**src/sv/pftb_ram.sv**
```systemverilog
// ============================================================================
// pftb_ram: generic single-port-write, single-port-read synchronous RAM
// One write and one read per cycle; read data is registered.
// ============================================================================
`default_nettype none

module pftb_ram #(
    parameter int WIDTH = 8,
    parameter int DEPTH = 16
) (
    input  wire logic                     i_clk,
    input  wire logic                     i_we,
    input  wire logic [$clog2(DEPTH)-1:0] i_waddr,
    input  wire logic [WIDTH-1:0]         i_wdata,
    input  wire logic                     i_re,
    input  wire logic [$clog2(DEPTH)-1:0] i_raddr,
    output logic      [WIDTH-1:0]         o_rdata
);

    logic [WIDTH-1:0] r_mem [DEPTH];
    logic [WIDTH-1:0] r_rdata;

    always_ff @(posedge i_clk) begin
        if (i_we) begin
            r_mem[i_waddr] <= i_wdata;
        end
        if (i_re) begin
            r_rdata <= r_mem[i_raddr];
        end
    end

    assign o_rdata = r_rdata;

endmodule

`default_nettype wire

```
**config.mk**
```make
export PLATFORM = sky130hd
export DESIGN_NAME = pftb_ram
export DESIGN_NICKNAME = d
export VERILOG_FILES = /design/src/sv/pftb_ram.sv
export SDC_FILE = /design/constraint.sdc
export NUM_CORES = 1
export LEC_CHECK = 0
export ABC_AREA = 0
export BUFFER_PORTS_ARGS = -buffer_cell sky130_fd_sc_hd__buf_2
export CAP_MARGIN = 0
export CORE_ASPECT_RATIO = 0.75
export CORE_UTILIZATION = 68
export CTS_BUF_LIST = sky130_fd_sc_hd__clkbuf_4 sky130_fd_sc_hd__clkbuf_8
export CTS_CLUSTER_SIZE = 10
export DETAILED_ROUTE_END_ITERATION = 6
export MAX_ROUTING_LAYER = met4
export PLACE_DENSITY = 0.92
export SYNTH_ARGS = -nofsm -noshare
export SYNTH_HDL_FRONTEND = slang
export SYNTH_SLANG_ARGS = --single-unit
```
**constraint.sdc**
```tcl
create_clock -name i_clk -period 2.9 [get_ports i_clk]
set_input_delay 0.29 -clock i_clk [delete_from_list [all_inputs] [get_ports i_clk]]
set_output_delay 0.29 -clock i_clk [all_outputs]
set_load 0.02 [all_outputs]
```
Yosys cells after proc, flatten, opt, wreduce, memory -nomap -nowiden
Memory sizes are Yosys's and may differ from the RTL's. A register that Yosys moved wholly into a read port is not among the register bits. Index checks and enable logic that the tools add are counted.

Memories kept: 1. Memory bits (writable): 128. Flip-flop bits (word level): 0. Logic and storage cells: 3. Output and inout port bits: 8. Input bits: 19.

Muxes and demuxes: 2.

Memories: r_mem (depth 16, bits a word 8, rd ports 1, clocked after memory_dff 1, wr ports 1, RTL line 20) `logic [WIDTH-1:0] r_mem [DEPTH];`.

Operator list (count): $mux W1 (2).

Longest topological paths before layout
Depth after elaboration: 2. Mapped depth: 5.

Least setup slack after synthesis
No wires, ideal clock.

Path kind: input -> register. From: in i_waddr[2]. To: mem r_mem[0][0], enable pin. Slack: 1.117 ns. Library setup time: 0.383 ns. Data required time: 2.517 ns. Stages: 2. Data arrival time: 1.400 ns. Cell sequence: or3b_2 nor3_1.

RTL lines: start, declared (RTL line 13) `input wire logic [$clog2(DEPTH)-1:0] i_waddr,`; end, declared (RTL line 20).

Straight into the memory's write port.

==> summary.txt <==
Status
  • Status: completed

Finish
  • Layout area overhead: 12.9%
  • Number of nets in the layout: approximately 290
  • Commonest non-fill, non-tap cell in the layout: edfxtp_1
  • Antenna Cells: 0
  • Most frequent cells in the layout: edfxtp_1, buf_2, mux4_2
  • Final core occ: 79.7%
  • Layout cells sized above 1: roughly 29%

Setup path
  • Critical path class: in2reg
  • Worst Path Required: ~3.1 ns
  • Max FO, Critical Path: 18
  • Arrival time worst endpoint: 1.91 ns
  • Crit. End Element: register
  • Worst setup SP type: primary input

Routing
  • Vias: 2562
  • DR DRC count: 0
  • Detailed Route Iter0 Violations: approximately 290
  • Avg WL per Cell: about 26 um
  • Pre-Repair DR Iteration Count: 5
  • Vias/cell: about 6.7
  • Antenna-violating nets left: 0
  • Routed WL: ~10000 um

Clock network
  • Post-cts sizing count: 0
  • Cts hold-fix bufs: 0
  • CTS root buffer: clkbuf_8
  • Total setup buffers inserted after CTS: 0
  • Htree depth: 4
  • Worst skew pair latency: 0.42 ns
  • Reg clk slew, reported paths: about 0.070 ns
  • Num CTS Buffers: 17
  • Longest Clk Path Bufs: 2
  • Clk sinks: 136
  • CTS tree: built

Logic synthesis
  • Synth area leaders: edfxtp_1, mux4_2, mux4_1
  • Syn Area/Cell: 22.8 um^2
  • Cell taking the most area after synthesis: edfxtp_1
  • Synth Register Bits: approximately 140
  • Syn_nets: approximately 250
  • Distinct cells, synth: 18
  • Cell area after synthesis: approximately 5200 um^2
  • Sequential area share after synthesis: between 70 and 80%
  • Gate Count Post-Synth: 229
  • Synth warnings: 0
  • Yosys top cell area share: 78.1%

Die
  • Die W: just over 100 um
  • Initial Util: 70.7%
  • Rows: 27
  • # IOs: 27
  • Die area: between 8000 and 9000 um^2
  • Die height: ~78 um
  • Core region area: between 7000 and 8000 um^2

Global routing
  • First-pass GRT wire length: between 15000 and 20000 um
  • Number of global-route vias before repair: roughly 2500
  • Initial antenna violation count: 0
  • Total grt overflow: 0
  • All-layer global routing usage: between 20% and 30%
  • Pin count of the biggest net entering global routing: 33

STA
  • Final hold violation count: 0
  • Fin Setup TNS: 0 ns
  • Final Skew: ~0.0091 ns
  • Final min period: between 1.5 and 2 ns
  • Endpoints failing setup: 0
  • Slew Viols, Final: 0
  • Final worst-path cycle share: between 50% and 60%
  • Slew Limit Headroom: 34.1%
  • Fmax: 576 MHz
  • Worst-margin pin slew: about 1 ns
  • RSZ-0062 raised after global routing: false

Flow run
  • Max Cap Viol: 0

Power and ir drop
  • Sw power: 0.839 mW
  • Static Leakage: between 1.5 and 2 nW
  • Sequential Power Share: roughly 53%
  • P_int: between 3 and 4 mW
  • PD cells: between 700 and 800 nW/um^2
  • Clk pwr share: a little over two fifths
  • Net switching share of the total power: roughly 20%
  • Maximum VDD drop: roughly 550 uV
  • Combinational Power Share: under 10%

Placement
  • IO Port Bufs: 26
  • Dpl hpwl: roughly 6200 um
  • Gp weighted congestion: 0.746

Hold path
  • Hold Path Class: in2reg
-- power by group through the flow --
stage / combinational (mW) / sequential [mW] / clock [mW]
after CTS: 0.209 / 2.23 / 1.76
final: 0.210 / 2.23 / 1.74
after floorplan: 0.112 / 2.28 / 0
after detailed placement: 0.207 / 2.27 / 0
after global placement: 0.197 / 2.26 / 0
after global routing: 0.225 / 2.23 / 1.84
-- registers in the layout (all words and copies together), names as in the netlist --
signal	cells
r_mem	128
o_rdata	8
-- logic make-up (layout without fill, tap and decap cells) --
group           count (synthesis)  count (layout)  synth area share, %
flops                         136             136                 78.1
compound gates                 16              16                 2.30
buf+inv                        10              63                 1.65
mux                            32              32                 14.8
simple gates                   35              35                 3.14
-- cell type report --
cell class                      instances  area, um^2
Timing Repair Buffer                   31         180
Fill cell                             355        1500
Tap cell                              101         126
Clock inverter                         13         203
Sequential cell                       136        4080
Multi-Input combinational cell         83        1060
Clock buffer                           19         249
-- synthesized netlist by cell type --
cell             instances
nand3b_1                 2
nand2b_1                 2
edfxtp_1               136
buf_6                    3
clkdlybuf4s25_2          3
and2_1                   1
or3b_2                   1
nand2_1                  9
and2b_1                  1
buf_4                    1
nand3_1                  1
nor2_1                  13
mux4_1                  14
mux4_2                  18
nor3_1                   4
buf_2                    3
a22oi_1                 16
nor2b_1                  1
-- critical path, stage by stage --
cell and delay, ns:
buf_2 0.42, buf_12 0.25, mux4_1 0.60, a22oi_1 0.27, nand2_1 0.07
-- metrics by stage --
stage	power (mW)	worst slack, ns	area, um^2	instances	hold WS [ns]
after floorplan	2.39	1.12	5230	229	0.389
after global placement	2.46	0.747	5450	351	0.656
after detailed placement	2.47	0.701	5450	351	0.658
after CTS	4.19	1.16	5900	383	0.203
after global routing	4.29	1.09	5900	383	0.206
final	4.17	1.16	5900	383	0.224
-- per-layer routing --
metal | up-vias | wire [um] | track usage, %
met3 | 23 | 1080 | 9.19
met1 | 1293 | 3820 | 40.6
met4 | 0 | 271 | 12.5
met5 | - | 0 | -
met2 | 178 | 4950 | 43.1
li1 | 1068 | - | -
-- path summary, 6_finish.rpt --
path	from	end	slack, ns	cells after the start
worst max register to register	r_mem[11][7]$_DFFE_PP_	o_rdata[7]$_DFFE_PP_	1.31	3
worst min register to register	r_mem[9][3]$_DFFE_PP_	o_rdata[3]$_DFFE_PP_	0.77	3
worst max-delay path	i_raddr[0]	o_rdata[4]$_DFFE_PP_	1.16	5
worst min-delay path	i_re	o_rdata[4]$_DFFE_PP_	0.22	1
Note: power is estimated with default switching activity, not from simulation.
